==> config.mk <==
export PLATFORM = sky130hd
export DESIGN_NAME = gshp_index
export DESIGN_NICKNAME = d
export VERILOG_FILES = /design/src/hdl/gshp_pkg.sv /design/src/hdl/gshp_index.sv
export SDC_FILE = /design/constraint.sdc
export NUM_CORES = 1
export LEC_CHECK = 0
export BUFFER_PORTS_ARGS = -buffer_cell sky130_fd_sc_hd__buf_2
export CELL_PAD_IN_SITES_DETAIL_PLACEMENT = 0
export CELL_PAD_IN_SITES_GLOBAL_PLACEMENT = 1
export CORE_ASPECT_RATIO = 0.8
export CORE_MARGIN = 3
export CORE_UTILIZATION = 38
export DETAILED_ROUTE_END_ITERATION = 12
export GPL_TIMING_DRIVEN = 0
export PLACE_DENSITY_LB_ADDON = 0.25
export SLEW_MARGIN = 40
export SYNTH_ARGS = -nofsm -noshare
export SYNTH_HDL_FRONTEND = slang
export SYNTH_SLANG_ARGS = --single-unit
==> constraint.sdc <==
create_clock -name vclk -period 5.3
set_input_delay 0.53 -clock vclk [all_inputs]
set_output_delay 0.53 -clock vclk [all_outputs]
set_load 0.02 [all_outputs]
==> src/hdl/gshp_pkg.sv <==
`default_nettype none

package gshp_pkg;

    // configuration register widths and port geometry
    localparam int CFG_W       = 4;
    localparam int CFG_INDEX_W = 2;

    // register indexes on the configuration port
    localparam logic [CFG_INDEX_W-1:0] REG_INDEX_BITS   = 2'd0;
    localparam logic [CFG_INDEX_W-1:0] REG_HISTORY_BITS = 2'd1;

    // register reset values
    localparam logic [CFG_W-1:0] INDEX_BITS_RST   = 4'd12;
    localparam logic [CFG_W-1:0] HISTORY_BITS_RST = 4'd0;

    // default table index width
    localparam int DEF_MAX_INDEX_BITS = 12;

    // two-bit saturating counter codes
    localparam int CTR_W = 2;
    localparam logic [CTR_W-1:0] CTR_STRONG_NT   = 2'd0;
    localparam logic [CTR_W-1:0] CTR_WEAK_TAKEN  = 2'd2;
    localparam logic [CTR_W-1:0] CTR_STRONG_TKN  = 2'd3;

    // running totals
    localparam int COUNT_W = 32;

    // stream word widths
    localparam int IN_DATA_W  = 40;
    localparam int OUT_DATA_W = 72;

endpackage

`default_nettype wire

==> src/hdl/gshp_index.sv <==
`default_nettype none

module gshp_index #(
    parameter int MAX_INDEX_BITS = gshp_pkg::DEF_MAX_INDEX_BITS
) (
    input  wire logic [gshp_pkg::CFG_W-1:0]  index_bits,
    input  wire logic [gshp_pkg::CFG_W-1:0]  history_bits,
    input  wire logic [MAX_INDEX_BITS-1:0]   address_bits,
    input  wire logic [MAX_INDEX_BITS-1:0]   history,
    input  wire logic                        taken,
    output logic      [MAX_INDEX_BITS-1:0]   table_index,
    output logic      [MAX_INDEX_BITS-1:0]   history_next
);
    import gshp_pkg::*;

    localparam int IDX_W = MAX_INDEX_BITS;
    localparam int IB_W  = $clog2(MAX_INDEX_BITS + 1);

    logic [IB_W-1:0]  ib;
    logic [IB_W-1:0]  hb;
    logic [IB_W-1:0]  shamt;
    logic [IDX_W-1:0] imask;
    logic [IDX_W-1:0] hmask;
    logic [IDX_W-1:0] hist;
    logic [IDX_W-1:0] hist_sh;

    // effective index width, clamped into 1..max
    always_comb
    begin
        if (index_bits == '0)
            ib = IB_W'(1);
        else if (index_bits > MAX_INDEX_BITS)
            ib = IB_W'(MAX_INDEX_BITS);
        else
            ib = IB_W'(index_bits);
    end

    // history length never exceeds the index width
    always_comb
    begin
        if (history_bits > ib)
            hb = ib;
        else
            hb = IB_W'(history_bits);
    end

    assign imask   = ~({IDX_W{1'b1}} << ib);
    assign hmask   = ~({IDX_W{1'b1}} << hb);
    assign hist    = history & hmask;
    assign shamt   = ib - hb;
    assign hist_sh = hist << shamt;

    assign table_index = ((address_bits & imask) ^ hist_sh) & imask;

    // outcome enters at the top of the active history
    always_comb
    begin
        if (hb == '0)
            history_next = '0;
        else
            history_next = ((hist >> 1) | (IDX_W'(taken) << (hb - IB_W'(1)))) & hmask;
    end

endmodule

`default_nettype wire

==> flow_summary.toml <==
[synth]
syn_nets = 320
syn-instance-count = 280
ys_types = 73
yosysWarningCount = 0
synth_top_cell_area_share_pct = 5.326
ys_seq_area_share_pct = 0
yosysTopAreaCell = "a21oi_1"
synth_area_per_cell_sq_um = 6.712
syn_area_sq_um = 1879
ys_top_cells_by_area = "a21oi_1 (5.3%), o21ai_0 (4.8%), nor2_1 (4.8%)"

[sta]
period_minus_slack_ps = 5190
min_period_over_period_pct = 97.92
timing.slew.headroom_pct = 50.20
setup_tns_ps = 0
finalHoldViolCount = 0
setup_viol = 0
worst_slack_ps = 110.0
worst_pin_slew_ps = 740.6
drv_slew = 0
max_freq_mhz = 192.7

[floorplan]
die_area_sq_um = 5831
core_sq_um = 4679
die_x_um = 84.63
io_pins = 57
placementRows = 22
fp.dieH_um = 68.90
start_util_pct = 40.16

[finish]
most-common-layout-cells = "buf_2 (61), nor2_1 (24), nand2_1 (22)"
final_core_util_pct = 51.74
n_antenna_cell = 0
fin_nets = 384
seq_area_sq_um = 0
fillers = 516
design.seq.count = 0
nClkBuffers = 0
multiInputGateArea_sq_um = 1848
design_area_sq_um = 2421
mostFrequentLayoutCell = "buf_2"
syn_to_final_growth_pct = 28.83
layout-drive-gt1-share_pct = 36.84

[critical_path]
slowest_stage = "o31ai_1"
cp_top_family = "simple AND/OR/NAND/NOR gates"
cp-end-kind = "primary output"
critical_path_required_ps = 4770
path_max_fanout = 9
worst_path_largest_cell_delay_ps = 650
critPathLaunchType = "primary input"
cp.arrival_ps = 4660
critical_path_class = "in -> out"
path_cells = "buf_4 -> nand2_2 -> and2_1 -> inv_2 -> ha_1 -> nor2b_4 -> o211ai_4 -> a21oi_4 -> mux2i_4 -> inv_4 -> ha_2 -> inv_1 -> ha_4 -> o31ai_1 -> nor2_1 -> and3_4 -> or4_1 -> and3_1 -> buf_2"
crit_buf_inv = 5

[run]
drv_cap = 0

[drt]
vias = 2567
drc_errors = 0
finalWirelength_um = 7715
viasPerCell = 6.386
first_pass_iters = 5
dr.first_iter.drc_count = 234
routedWlPerCell_um = 19.19
detail-route-antenna-nets = 0

[placement]
dp_hpwl_um = 6075
gp_congestion = 0.9188
portBuffers = 55
place_area_sq_um = 2236
pre_cts_slack_ps = -601.5

[min_path]
hold_depth = 3
hold_end = "table_index[0]"
min_path_type = "in -> out"
hp-start = "address_bits[0]"

[outcome]
outcome = "finished clean"

[pwr]
p_switching_w = 0.0003218
p_int_w = 0.0001953
power_frac_seq_pct = 0
irDropWorstVdd_v = 0.00008184
powerDensity_nw_per_um2 = 213.6
comb_power_share_pct = 100.0
swShare_pct = 62.24
power_frac_clock_pct = 0
p_leak_nw = 1.004

[global_routing]
grt_start_max_net_pins = 11
grt_usage_pct = 25.02
gr-total-overflow = 0
grt_pass1_wl_um = 11560
antenna_found_initial = 0
grt_pass1_vias = 2166

[cts]
cts_hold_buf = 0
## cell families (layout without fill, tap and decap cells)
| logic type | count (synthesis) | after routing | synth area share [%] |
|---|---|---|---|
| buf+inv | 32 | 94 | 7.989 |
| fa+ha+maj | 8 | 8 | 5.193 |
| simple gates | 105 | 105 | 28.63 |
| mux | 14 | 14 | 8.721 |
| compound gates | 115 | 115 | 46.67 |
| xor+xnor | 6 | 6 | 2.796 |
## repair_timing
action,CTS,global route
setup buffers,1,8
setup endpoints to repair,10,10
resized for setup,8,20
hold endpoints to repair,0,0
pin swaps,0,5
## layer usage
layer  up-vias  part of all wire (%)  track usage, %
met5         -                     0               0
met4         0                   2.4           5.534
met3        14                   9.2           2.138
met2       135                    42           40.53
met1      1183                    46           36.23
li1       1235                     -               -
## cell type report
type / count / area share, %
tap: 60 / 3.101
inverter: 15 / 2.636
timing repair buffer: 64 / 14.32
multi-input combinational: 248 / 76.33
buffer: 15 / 3.618
## Yosys cell counts, types with 4 or more instances
master,count
nor4_1,5
inv_1,11
a21oi_1,20
o2111ai_1,5
mux2i_1,6
nor3_1,9
a211oi_1,7
nand2_1,23
clkbuf_1,6
o21ai_0,18
ha_1,7
a31o_2,4
and2_1,5
nand3_1,10
nand4_1,5
mux2_2,6
nor2_1,24
o211ai_1,12
nand2b_1,4
xor2_1,4
buf_2,7
## worst max-delay path by stage
stage	endpoint	cells past startpoint	slack, ps	startpoint
2_1_floorplan	table_index[6]	18	200	index_bits[1]
3_3_place_gp	table_index[10]	20	-620	index_bits[1]
3_5_place_dp	table_index[10]	20	-600	index_bits[1]
4_1_cts	table_index[10]	17	-50	index_bits[3]
5_1_grt	table_index[10]	19	-40	index_bits[2]
6_report	table_index[10]	19	110	index_bits[2]
## power groups by stage
| stage | registers, W | clock network, W | logic, W |
|---|---|---|---|
| 5_1_grt | 0 | 0 | 0.000554 |
| 3_5_place_dp | 0 | 0 | 0.000455 |
| 3_3_place_gp | 0 | 0 | 0.000452 |
| 4_1_cts | 0 | 0 | 0.000466 |
| 2_1_floorplan | 0 | 0 | 0.000327 |
| 6_report | 0 | 0 | 0.000517 |
## through the flow
| step | total power [W] | hold slack (ps) | cells |
|---|---|---|---|
| global route | 0.0005537 | 1359 | 402 |
| floorplan | 0.0003274 | 1202 | 280 |
| detailed placement | 0.0004548 | 1351 | 395 |
| finish | 0.0005171 | 1350 | 402 |
| global placement | 0.0004522 | 1347 | 395 |
| CTS | 0.0004665 | 1352 | 395 |
Power figures use the tool's default switching activity.
